===== src/lkvc_pkg.sv =====
// Shared types and constants of the LRU key-value cache.
// Used by every module under src; depends on nothing.
package lkvc_pkg;

  localparam int Entries  = 16;
  localparam int IdxW     = $clog2(Entries);
  localparam int CntW     = $clog2(Entries + 1);
  localparam int KeyW     = 64;
  localparam int ValW     = 64;
  localparam int LenW     = 4;
  localparam int OpW      = 3;
  localparam int MaxBytes = ValW / 8;

  localparam logic [OpW-1:0] OpInsert   = 3'd0;
  localparam logic [OpW-1:0] OpGet      = 3'd1;
  localparam logic [OpW-1:0] OpUpdate   = 3'd2;
  localparam logic [OpW-1:0] OpRemove   = 3'd3;
  localparam logic [OpW-1:0] OpResetAll = 3'd4;

  typedef struct packed {
    logic [OpW-1:0]  op;
    logic [KeyW-1:0] key;
    logic [ValW-1:0] value;
    logic [LenW-1:0] value_bytes;
  } in_t;

  typedef struct packed {
    logic            hit;
    logic            status;
    logic            evicted;
    logic [ValW-1:0] value_out;
    logic [LenW-1:0] value_bytes_out;
    logic [CntW-1:0] used_count;
    logic [CntW-1:0] free_count;
  } out_t;

  // Recency table commands
  typedef enum logic [2:0] {
    RankNone  = 3'd0,
    RankTouch = 3'd1,
    RankPush  = 3'd2,
    RankDrop  = 3'd3,
    RankClear = 3'd4
  } rank_op_e;

  typedef struct packed {
    rank_op_e        op;
    logic [IdxW-1:0] idx;
    logic [IdxW-1:0] rank;
  } rank_cmd_t;

  // Outcome of one pass over the store
  typedef struct packed {
    logic            hit;
    logic [IdxW-1:0] hit_idx;
    logic [IdxW-1:0] hit_rank;
    logic [ValW-1:0] hit_value;
    logic [LenW-1:0] hit_len;
    logic            free_found;
    logic [IdxW-1:0] free_idx;
    logic [IdxW-1:0] lru_idx;
    logic [IdxW-1:0] lru_rank;
  } scan_t;

  typedef enum logic [4:0] {
    StIdle = 5'b00001,
    StScan = 5'b00010,
    StWait = 5'b00100,
    StExec = 5'b01000,
    StResp = 5'b10000
  } state_e;

endpackage


===== src/lru_key_value_cache.sv =====
// LRU key-value cache, 16 entries, fully associative, one result per item.
// Sequence: a read of every entry in StScan, a compare drain in StWait, the
// update in StExec, then the result in StResp; no new item is taken until the
// result has been taken. The single key comparator visits one entry a cycle.
// Reset: all entries free, ranks and counts zero; key and value memories not cleared.
module lru_key_value_cache (
  input  logic            clk_i,
  input  logic            rst_ni,
  input  logic            in_valid_i,
  output logic            in_ready_o,
  input  lkvc_pkg::in_t   in_data_i,
  output logic            out_valid_o,
  input  logic            out_ready_i,
  output lkvc_pkg::out_t  out_data_o
);

  lkvc_pkg::state_e            state_q, state_d;
  lkvc_pkg::in_t               item_q;
  lkvc_pkg::out_t              res_q, res_d;
  logic [lkvc_pkg::IdxW-1:0]   scan_idx_q, scan_idx_d;
  logic                        cmp_en_q;
  logic [lkvc_pkg::IdxW-1:0]   cmp_idx_q;
  logic                        accept;

  logic [lkvc_pkg::KeyW-1:0]   rd_key;
  logic [lkvc_pkg::ValW-1:0]   rd_value;
  logic [lkvc_pkg::LenW-1:0]   rd_len;
  logic                        rd_valid;
  logic [lkvc_pkg::IdxW-1:0]   rd_rank;
  logic [lkvc_pkg::CntW-1:0]   total;
  lkvc_pkg::scan_t             scan;
  lkvc_pkg::rank_cmd_t         rank_cmd;

  logic                        wr_en;
  logic                        wr_key_en;
  logic [lkvc_pkg::IdxW-1:0]   wr_addr;
  logic [lkvc_pkg::ValW-1:0]   wr_value;
  logic [lkvc_pkg::LenW-1:0]   len_sat;
  logic [lkvc_pkg::ValW-1:0]   byte_mask;

  assign accept      = in_valid_i && in_ready_o;
  assign in_ready_o  = (state_q == lkvc_pkg::StIdle);
  assign out_valid_o = (state_q == lkvc_pkg::StResp);

  // Sequencer
  always_comb begin
    state_d    = state_q;
    scan_idx_d = scan_idx_q;
    unique case (state_q)
      lkvc_pkg::StIdle: begin
        scan_idx_d = '0;
        if (in_valid_i) begin
          state_d = lkvc_pkg::StScan;
        end
      end
      lkvc_pkg::StScan: begin
        scan_idx_d = scan_idx_q + 1'b1;
        if (scan_idx_q == lkvc_pkg::IdxW'(lkvc_pkg::Entries - 1)) begin
          state_d = lkvc_pkg::StWait;
        end
      end
      lkvc_pkg::StWait: state_d = lkvc_pkg::StExec;
      lkvc_pkg::StExec: state_d = lkvc_pkg::StResp;
      lkvc_pkg::StResp: begin
        if (out_ready_i) begin
          state_d = lkvc_pkg::StIdle;
        end
      end
      default: state_d = lkvc_pkg::StIdle;
    endcase
  end

  always_ff @(posedge clk_i or negedge rst_ni) begin
    if (!rst_ni) begin
      state_q    <= lkvc_pkg::StIdle;
      scan_idx_q <= '0;
      cmp_en_q   <= 1'b0;
      cmp_idx_q  <= '0;
    end else begin
      state_q    <= state_d;
      scan_idx_q <= scan_idx_d;
      cmp_en_q   <= (state_q == lkvc_pkg::StScan);
      cmp_idx_q  <= scan_idx_q;
    end
  end

  always_ff @(posedge clk_i) begin
    if (accept) begin
      item_q <= in_data_i;
    end
    if (state_q == lkvc_pkg::StExec) begin
      res_q <= res_d;
    end
  end

  // Value length saturates at a full word; keep only the low bytes
  always_comb begin
    len_sat = (item_q.value_bytes > lkvc_pkg::LenW'(lkvc_pkg::MaxBytes)) ?
              lkvc_pkg::LenW'(lkvc_pkg::MaxBytes) : item_q.value_bytes;
    for (int b = 0; b < lkvc_pkg::MaxBytes; b++) begin
      byte_mask[b*8 +: 8] = (lkvc_pkg::LenW'(b) < len_sat) ? 8'hFF : 8'h00;
    end
  end

  assign wr_value = item_q.value & byte_mask;

  // Update step: decide writes, recency change and result fields
  always_comb begin
    res_d     = '0;
    wr_en     = 1'b0;
    wr_key_en = 1'b0;
    wr_addr   = scan.hit_idx;
    rank_cmd  = '{op: lkvc_pkg::RankNone, idx: scan.hit_idx, rank: scan.hit_rank};
    if (state_q == lkvc_pkg::StExec) begin
      res_d.hit = scan.hit && (item_q.op <= lkvc_pkg::OpRemove);
      if ((item_q.op == lkvc_pkg::OpInsert || item_q.op == lkvc_pkg::OpUpdate) &&
          item_q.value_bytes == '0) begin
        res_d.status = 1'b1;
      end else if (item_q.op == lkvc_pkg::OpInsert) begin
        wr_en = 1'b1;
        if (scan.hit) begin
          rank_cmd.op = lkvc_pkg::RankTouch;
        end else if (scan.free_found) begin
          wr_key_en    = 1'b1;
          wr_addr      = scan.free_idx;
          rank_cmd.op  = lkvc_pkg::RankPush;
          rank_cmd.idx = scan.free_idx;
        end else begin
          // full: reuse the oldest entry
          wr_key_en     = 1'b1;
          wr_addr       = scan.lru_idx;
          rank_cmd.op   = lkvc_pkg::RankTouch;
          rank_cmd.idx  = scan.lru_idx;
          rank_cmd.rank = scan.lru_rank;
          res_d.evicted = 1'b1;
        end
      end else if (item_q.op == lkvc_pkg::OpGet) begin
        if (scan.hit) begin
          res_d.value_out       = scan.hit_value;
          res_d.value_bytes_out = scan.hit_len;
          rank_cmd.op           = lkvc_pkg::RankTouch;
        end
      end else if (item_q.op == lkvc_pkg::OpUpdate) begin
        wr_en = scan.hit;
      end else if (item_q.op == lkvc_pkg::OpRemove) begin
        if (scan.hit) begin
          rank_cmd.op = lkvc_pkg::RankDrop;
        end
      end else if (item_q.op == lkvc_pkg::OpResetAll) begin
        rank_cmd.op = lkvc_pkg::RankClear;
      end else begin
        // unknown op: drop
      end
    end
  end

  always_comb begin
    out_data_o            = res_q;
    out_data_o.used_count = total;
    out_data_o.free_count = lkvc_pkg::CntW'(lkvc_pkg::Entries) - total;
  end

  lkvc_store u_store (
    .clk_i       (clk_i),
    .rd_addr_i   (scan_idx_q),
    .wr_en_i     (wr_en),
    .wr_key_en_i (wr_key_en),
    .wr_addr_i   (wr_addr),
    .wr_key_i    (item_q.key),
    .wr_value_i  (wr_value),
    .wr_len_i    (len_sat),
    .rd_key_o    (rd_key),
    .rd_value_o  (rd_value),
    .rd_len_o    (rd_len)
  );

  lkvc_rank u_rank (
    .clk_i      (clk_i),
    .rst_ni     (rst_ni),
    .cmd_i      (rank_cmd),
    .rd_idx_i   (cmp_idx_q),
    .rd_valid_o (rd_valid),
    .rd_rank_o  (rd_rank),
    .total_o    (total)
  );

  lkvc_match u_match (
    .clk_i      (clk_i),
    .rst_ni     (rst_ni),
    .start_i    (accept),
    .cmp_en_i   (cmp_en_q),
    .cmp_idx_i  (cmp_idx_q),
    .key_i      (item_q.key),
    .rd_key_i   (rd_key),
    .rd_value_i (rd_value),
    .rd_len_i   (rd_len),
    .rd_valid_i (rd_valid),
    .rd_rank_i  (rd_rank),
    .scan_o     (scan)
  );

`ifndef ASSERT_OFF
  a_fill_bound: assert property (@(posedge clk_i) disable iff (!rst_ni)
    total <= lkvc_pkg::CntW'(lkvc_pkg::Entries))
    else $error("fill count above entry count");

  a_busy_after_transfer: assert property (@(posedge clk_i) disable iff (!rst_ni)
    accept |=> !in_ready_o)
    else $error("input taken again while an item is in flight");

  a_reject_no_evict: assert property (@(posedge clk_i) disable iff (!rst_ni)
    (out_valid_o && out_data_o.status) |-> !out_data_o.evicted)
    else $error("rejected item reports an eviction");

  a_update_then_result: assert property (@(posedge clk_i) disable iff (!rst_ni)
    (state_q == lkvc_pkg::StExec) |=> out_valid_o)
    else $error("update step not followed by a result");
`endif

endmodule


===== src/lkvc_store.sv =====
// Key, value and length memories of the cache, one write and one read port.
// Depends on lkvc_pkg.
module lkvc_store (
  input  logic                       clk_i,
  input  logic [lkvc_pkg::IdxW-1:0]  rd_addr_i,
  input  logic                       wr_en_i,
  input  logic                       wr_key_en_i,
  input  logic [lkvc_pkg::IdxW-1:0]  wr_addr_i,
  input  logic [lkvc_pkg::KeyW-1:0]  wr_key_i,
  input  logic [lkvc_pkg::ValW-1:0]  wr_value_i,
  input  logic [lkvc_pkg::LenW-1:0]  wr_len_i,
  output logic [lkvc_pkg::KeyW-1:0]  rd_key_o,
  output logic [lkvc_pkg::ValW-1:0]  rd_value_o,
  output logic [lkvc_pkg::LenW-1:0]  rd_len_o
);

  logic [lkvc_pkg::KeyW-1:0] key_mem_q [lkvc_pkg::Entries];
  logic [lkvc_pkg::ValW-1:0] value_mem_q [lkvc_pkg::Entries];
  logic [lkvc_pkg::LenW-1:0] len_mem_q [lkvc_pkg::Entries];
  logic [lkvc_pkg::KeyW-1:0] rd_key_q;
  logic [lkvc_pkg::ValW-1:0] rd_value_q;
  logic [lkvc_pkg::LenW-1:0] rd_len_q;

  always_ff @(posedge clk_i) begin
    if (wr_en_i) begin
      value_mem_q[wr_addr_i] <= wr_value_i;
      len_mem_q[wr_addr_i]   <= wr_len_i;
    end
    if (wr_key_en_i) begin
      key_mem_q[wr_addr_i] <= wr_key_i;
    end
  end

  always_ff @(posedge clk_i) begin
    rd_key_q   <= key_mem_q[rd_addr_i];
    rd_value_q <= value_mem_q[rd_addr_i];
    rd_len_q   <= len_mem_q[rd_addr_i];
  end

  assign rd_key_o   = rd_key_q;
  assign rd_value_o = rd_value_q;
  assign rd_len_o   = rd_len_q;

endmodule


===== src/lkvc_rank.sv =====
// Valid bits, recency ranks and fill count of the cache entries.
// Depends on lkvc_pkg; updated once per item by a rank command.
module lkvc_rank (
  input  logic                       clk_i,
  input  logic                       rst_ni,
  input  lkvc_pkg::rank_cmd_t        cmd_i,
  input  logic [lkvc_pkg::IdxW-1:0]  rd_idx_i,
  output logic                       rd_valid_o,
  output logic [lkvc_pkg::IdxW-1:0]  rd_rank_o,
  output logic [lkvc_pkg::CntW-1:0]  total_o
);

  logic [lkvc_pkg::Entries-1:0] valid_q, valid_d;
  logic [lkvc_pkg::IdxW-1:0]    rank_q [lkvc_pkg::Entries];
  logic [lkvc_pkg::IdxW-1:0]    rank_d [lkvc_pkg::Entries];
  logic [lkvc_pkg::CntW-1:0]    total_q, total_d;

  always_comb begin
    valid_d = valid_q;
    rank_d  = rank_q;
    total_d = total_q;
    unique case (cmd_i.op)
      lkvc_pkg::RankNone: begin
      end
      lkvc_pkg::RankTouch: begin
        // move the entry to the front, shift the more recent ones back
        for (int i = 0; i < lkvc_pkg::Entries; i++) begin
          if (lkvc_pkg::IdxW'(i) == cmd_i.idx) begin
            rank_d[i] = '0;
          end else if (valid_q[i] && rank_q[i] < cmd_i.rank) begin
            rank_d[i] = rank_q[i] + 1'b1;
          end
        end
      end
      lkvc_pkg::RankPush: begin
        for (int i = 0; i < lkvc_pkg::Entries; i++) begin
          if (lkvc_pkg::IdxW'(i) == cmd_i.idx) begin
            valid_d[i] = 1'b1;
            rank_d[i]  = '0;
          end else if (valid_q[i]) begin
            rank_d[i] = rank_q[i] + 1'b1;
          end
        end
        total_d = total_q + 1'b1;
      end
      lkvc_pkg::RankDrop: begin
        for (int i = 0; i < lkvc_pkg::Entries; i++) begin
          if (lkvc_pkg::IdxW'(i) == cmd_i.idx) begin
            valid_d[i] = 1'b0;
            rank_d[i]  = '0;
          end else if (valid_q[i] && rank_q[i] > cmd_i.rank) begin
            rank_d[i] = rank_q[i] - 1'b1;
          end
        end
        total_d = total_q - 1'b1;
      end
      lkvc_pkg::RankClear: begin
        valid_d = '0;
        for (int i = 0; i < lkvc_pkg::Entries; i++) begin
          rank_d[i] = '0;
        end
        total_d = '0;
      end
      default: begin
      end
    endcase
  end

  always_ff @(posedge clk_i or negedge rst_ni) begin
    if (!rst_ni) begin
      valid_q <= '0;
      total_q <= '0;
      for (int i = 0; i < lkvc_pkg::Entries; i++) begin
        rank_q[i] <= '0;
      end
    end else begin
      valid_q <= valid_d;
      total_q <= total_d;
      rank_q  <= rank_d;
    end
  end

  assign rd_valid_o = valid_q[rd_idx_i];
  assign rd_rank_o  = rank_q[rd_idx_i];
  assign total_o    = total_q;

endmodule


===== src/lkvc_match.sv =====
// Shared key comparator with hit, free-entry and LRU trackers.
// Sees one entry per cycle; depends on lkvc_pkg.
module lkvc_match (
  input  logic                       clk_i,
  input  logic                       rst_ni,
  input  logic                       start_i,
  input  logic                       cmp_en_i,
  input  logic [lkvc_pkg::IdxW-1:0]  cmp_idx_i,
  input  logic [lkvc_pkg::KeyW-1:0]  key_i,
  input  logic [lkvc_pkg::KeyW-1:0]  rd_key_i,
  input  logic [lkvc_pkg::ValW-1:0]  rd_value_i,
  input  logic [lkvc_pkg::LenW-1:0]  rd_len_i,
  input  logic                       rd_valid_i,
  input  logic [lkvc_pkg::IdxW-1:0]  rd_rank_i,
  output lkvc_pkg::scan_t            scan_o
);

  lkvc_pkg::scan_t scan_q, scan_d;

  always_comb begin
    scan_d = scan_q;
    if (start_i) begin
      scan_d.hit        = 1'b0;
      scan_d.free_found = 1'b0;
    end else if (cmp_en_i) begin
      if (rd_valid_i && (rd_key_i == key_i) && !scan_q.hit) begin
        scan_d.hit       = 1'b1;
        scan_d.hit_idx   = cmp_idx_i;
        scan_d.hit_rank  = rd_rank_i;
        scan_d.hit_value = rd_value_i;
        scan_d.hit_len   = rd_len_i;
      end
      // lowest free entry wins
      if (!rd_valid_i && !scan_q.free_found) begin
        scan_d.free_found = 1'b1;
        scan_d.free_idx   = cmp_idx_i;
      end
      // first entry seeds the oldest, later ones replace it only when strictly older
      if (cmp_idx_i == '0 || rd_rank_i > scan_q.lru_rank) begin
        scan_d.lru_idx  = cmp_idx_i;
        scan_d.lru_rank = rd_rank_i;
      end
    end
  end

  always_ff @(posedge clk_i or negedge rst_ni) begin
    if (!rst_ni) begin
      scan_q <= '0;
    end else begin
      scan_q <= scan_d;
    end
  end

  assign scan_o = scan_q;

endmodule

===== config.mk =====
export PLATFORM = sky130hd
export DESIGN_NAME = lru_key_value_cache
export DESIGN_NICKNAME = d
export VERILOG_FILES = /design/src/lkvc_pkg.sv /design/src/lru_key_value_cache.sv /design/src/lkvc_store.sv /design/src/lkvc_rank.sv /design/src/lkvc_match.sv
export SDC_FILE = /design/constraint.sdc
export NUM_CORES = 2
export LEC_CHECK = 0
export BUFFER_PORTS_ARGS = -buffer_cell sky130_fd_sc_hd__buf_2
export CAP_MARGIN = 20
export CORE_UTILIZATION = 58
export DETAILED_ROUTE_END_ITERATION = 6
export GPL_TIMING_DRIVEN = 0
export PLACE_DENSITY = 0.8
export SKIP_LAST_GASP = 1
export SYNTH_ARGS = -nofsm -noshare
export SYNTH_HDL_FRONTEND = slang
export SYNTH_SLANG_ARGS = --single-unit

===== constraint.sdc =====
create_clock -name clk_i -period 24 [get_ports clk_i]
set_input_delay 2.4 -clock clk_i [delete_from_list [all_inputs] [get_ports clk_i]]
set_output_delay 2.4 -clock clk_i [all_outputs]
set_load 0.01 [all_outputs]

==> results.json <==
{
  "outcome": "complete, but fails checks",
  "violations": "design-rule violations",
  "powerDensity_nw_per_um2": 96.62,
  "path_buf_inv": 2,
  "cpMostUsedCell": "nand2_1",
  "grt_pass1_vias": 59560,
  "ys_types": 81,
  "fin_crit_sh_pct": 23.24,
  "path_cells": "or3_1 > nor3b_1 > nand2_1 > nand2_1 > nor3_1 > nand4_1 > buf_2 > buf_1 > mux2_2",
  "grt_use_total_pct": 35.25,
  "syn_inst": 5038,
  "die_h_um": 423.3,
  "hold_class": "register to register",
  "synth_area_um2": 102900,
  "regArea_um2": 76980,
  "critPathMaxFanout": 10,
  "synth.largest_area_cell": "edfxtp_1",
  "end_kind": "register",
  "final-max-slew-violation-count": 0,
  "post_cts_buffers": 0,
  "ys_warn_count": 0,
  "crit_type": "register to register",
  "synthArstFlopShare_pct": 7.162,
  "io_pins": 222,
  "h-tree-depth": 5,
  "cts_hold_buf": 0,
  "critPathRequiredTime_ps": 24790,
  "slew_headroom_pct": 12.71,
  "rsz0062_at_grt": "false",
  "antenna_left": 0,
  "synth.top_cell.area_share_pct": 67.63,
  "fillCellCount": 10050,
  "fp-row-count": 154,
  "first_iter_violations": 11990,
  "nNetsFinal": 5940,
  "ctsResizeCount": 0,
  "crit_path_max_incr_delay_ps": 940,
  "grt_max_degree": 98,
  "area_growth_pct": 16.06,
  "fin_skew_ps": 93.28,
  "synth_edf_count": 2318,
  "vias_per_cell": 7.375,
  "holdWs_ps": 404.9,
  "die_area_um2": 179100,
  "vias": 61000,
  "fin_cells": 8271,
  "drive_above_1_share_pct": 27.44,
  "port_buffers": 221,
  "clkTransAtPathRegs_ps": 70,
  "start_kind": "register",
  "cts-root-buf": "clkbuf_16",
  "path_delay_family": "simple AND/OR/NAND/NOR gates",
  "drc": 54,
  "cts_tree": "yes",
  "cp_slowest_cell": "buf_1",
  "die_w_um": 423.3,
  "finalSetupTns_ps": 0,
  "ys.flop_type": "edfxtp_1",
  "core_um2": 176100,
  "grt_pass1_wl_um": 440800,
  "post-dp-hpwl_um": 181400,
  "ir_worst_vdd_mv": 0.07694,
  "cts_sinks": 2639,
  "synth.avg_cell_area_um2": 20.43,
  "max_cap_viol_count": 0,
  "dr.pass1.iters": 7,
  "wl_um": 329700,
  "gp_congestion": 0.9811,
  "finalSetupViolations": 0,
  "synth_nets": 5267,
  "netlist_top_cells_area": "edfxtp_1, mux4_2, dfrtp_1, dfxtp_1, ha_1",
  "seq_area_frac_synth_pct": 74.79,
  "wire_per_inst_um": 39.87,
  "cp.arrival_ps": 6370,
  "grt_overflow_total": 0,
  "multi_input_area_um2": 25010,
  "cts_buffers": 275,
  "ys_seq_elements": 2639,
  "hold_viol": 0,
  "fin_crit_ps": 5577,
  "clock_latency_ps": 980,
  "start_util_pct": 58.44,
  "worst_pin_slew_ps": 1309,
  "antenna_found_initial": 15,
  "fmax_ghz": 0.1793,
  "placedCellCount": 7734,
  "leakage_nw": 38.88,
  "cts_max_path_buffers": 4
}
## worst reg2reg max path, stage by stage, from the launching register on
cell	delay (ps)
dfrtp_1	420
or3_1	440
nor3b_1	870
nand2_1	420
nand2_1	560
nor3_1	140
nand4_1	570
buf_2	640
buf_1	940
mux2_2	430
## per-stage QoR
step                      power (mW)  cell area (µm²)  utilization (%)  worst slack, ps
after global placement         7.047           107000            60.73             6817
after global routing           11.71           119400            67.80            18310
final                          11.54           119500            67.83            18420
after floorplan                6.503           102900                -            15980
after CTS                      11.37           118900            67.49            18570
after detailed placement       7.139           110200            62.55            18090
## worst paths after layout
kind,slack (ps),endpoint,cells past startpoint,start
max in group asynchronous,21330,u_match.scan_o[35],3,rst_ni
worst max register to register,18420,u_match.scan_o[77],9,state_q[3]
worst max-delay path,18420,u_match.scan_o[77],9,state_q[3]
worst min-delay path,400,cmp_idx_q[2],0,scan_idx_q[2]
worst min register to register,400,cmp_idx_q[2],0,scan_idx_q[2]
min in group asynchronous,1320,u_rank.rank_q[9],1,rst_ni
## layout by cell type, fill, tap and decap left out, types with 23 or more instances in the layout
cell type     n
a211oi_1     24
a21oi_1      94
a221oi_1     24
and2_1      111
buf_1        60
buf_12       77
buf_16       40
buf_2       226
buf_8        47
clkbuf_1    230
clkbuf_16   284
clkinv_1     30
clkinv_2     41
dfrtp_1     188
dfxtp_1     132
edfxtp_1   2318
ha_1         89
inv_1        68
mux2_2       89
mux2i_1      31
mux4_2      662
nand2_1     174
nand3_1      36
nor2_1       64
nor2_4       33
nor2b_1      82
nor3_1       35
nor4_1       30
o21ai_0     131
o22ai_1      23
xor2_1       38
## cells in the mapped netlist, drive strengths merged (13+ instances only)
library cell  count
a22o             13
buf              71
clkbuf          175
dfrtp           188
xor2             38
a32o             21
nand3            36
edfxtp         2318
and2            111
a211oi           25
o31ai            20
nor4             30
or3              16
a31oi            16
xnor2            14
nor2b            82
mux2             89
nor3             39
and3             13
nor2             97
mux2i            31
o211ai           16
nand4            19
dfxtp           132
nand2           174
mux4            662
o41ai            14
o21ai           135
o22a             15
ha               89
o22ai            23
a21oi            97
a221oi           24
inv              69
## flip-flops by register name, indices dropped and copies added (netlist names)
| signal | count |
|---|---|
| u_store.rd_value_o | 64 |
| u_rank.valid_q | 16 |
| u_store.rd_len_o | 4 |
| out_data_o | 71 |
| cmp_idx_q | 4 |
| cmp_en_q | 1 |
| u_match.scan_o | 90 |
| scan_idx_q | 4 |
| item_q | 135 |
| u_store.len_mem_q | 64 |
| u_store.value_mem_q | 1024 |
| u_rank.rank_q | 64 |
| u_store.rd_key_o | 64 |
| u_rank.total_o | 5 |
| state_q | 5 |
| u_store.key_mem_q | 1024 |
## power by group
part | leakage [nW] | switching [mW] | internal, mW
sequential | 24.6 | 0.169 | 5.31
clock | 4.26 | 1.84 | 2.45
combinational | 10.1 | 1.05 | 0.724
total | 38.9 | 3.06 | 8.48
## layer usage
metal	up-vias	global-route usage, %	share of wire [%]	wire length [µm]
met5	-	0	0.0070	23
met4	4	22.41	7.9	25940
met3	1575	9.529	14	45860
met2	6914	54.61	47	153700
met1	30310	44.44	32	104200
li1	22190	-	-	-
## kinds of logic (layout without fill, tap and decap cells)
group | count (synthesis) | after routing | synth area share [%]
flops | 2639 | 2639 | 74.79
compound gates | 515 | 515 | 3.497
buf+inv | 315 | 1188 | 1.180
other cells | 0 | 20 | 0
simple gates | 645 | 645 | 3.224
fa+ha+maj | 90 | 90 | 1.101
mux | 782 | 782 | 15.76
xor+xnor | 52 | 52 | 0.4425
## area by class of cell
| class | instances | area share, % |
|---|---|---|
| antenna | 20 | 0.04190 |
| buffer | 246 | 0.8107 |
| clock buffer | 369 | 6.393 |
| clock inverter | 108 | 0.8903 |
| inverter | 69 | 0.2231 |
| multi-input combinational | 2084 | 20.93 |
| sequential | 2639 | 64.45 |
| tap | 2340 | 2.451 |
| timing repair buffer | 396 | 3.811 |
Power figures use the tool's default switching activity.
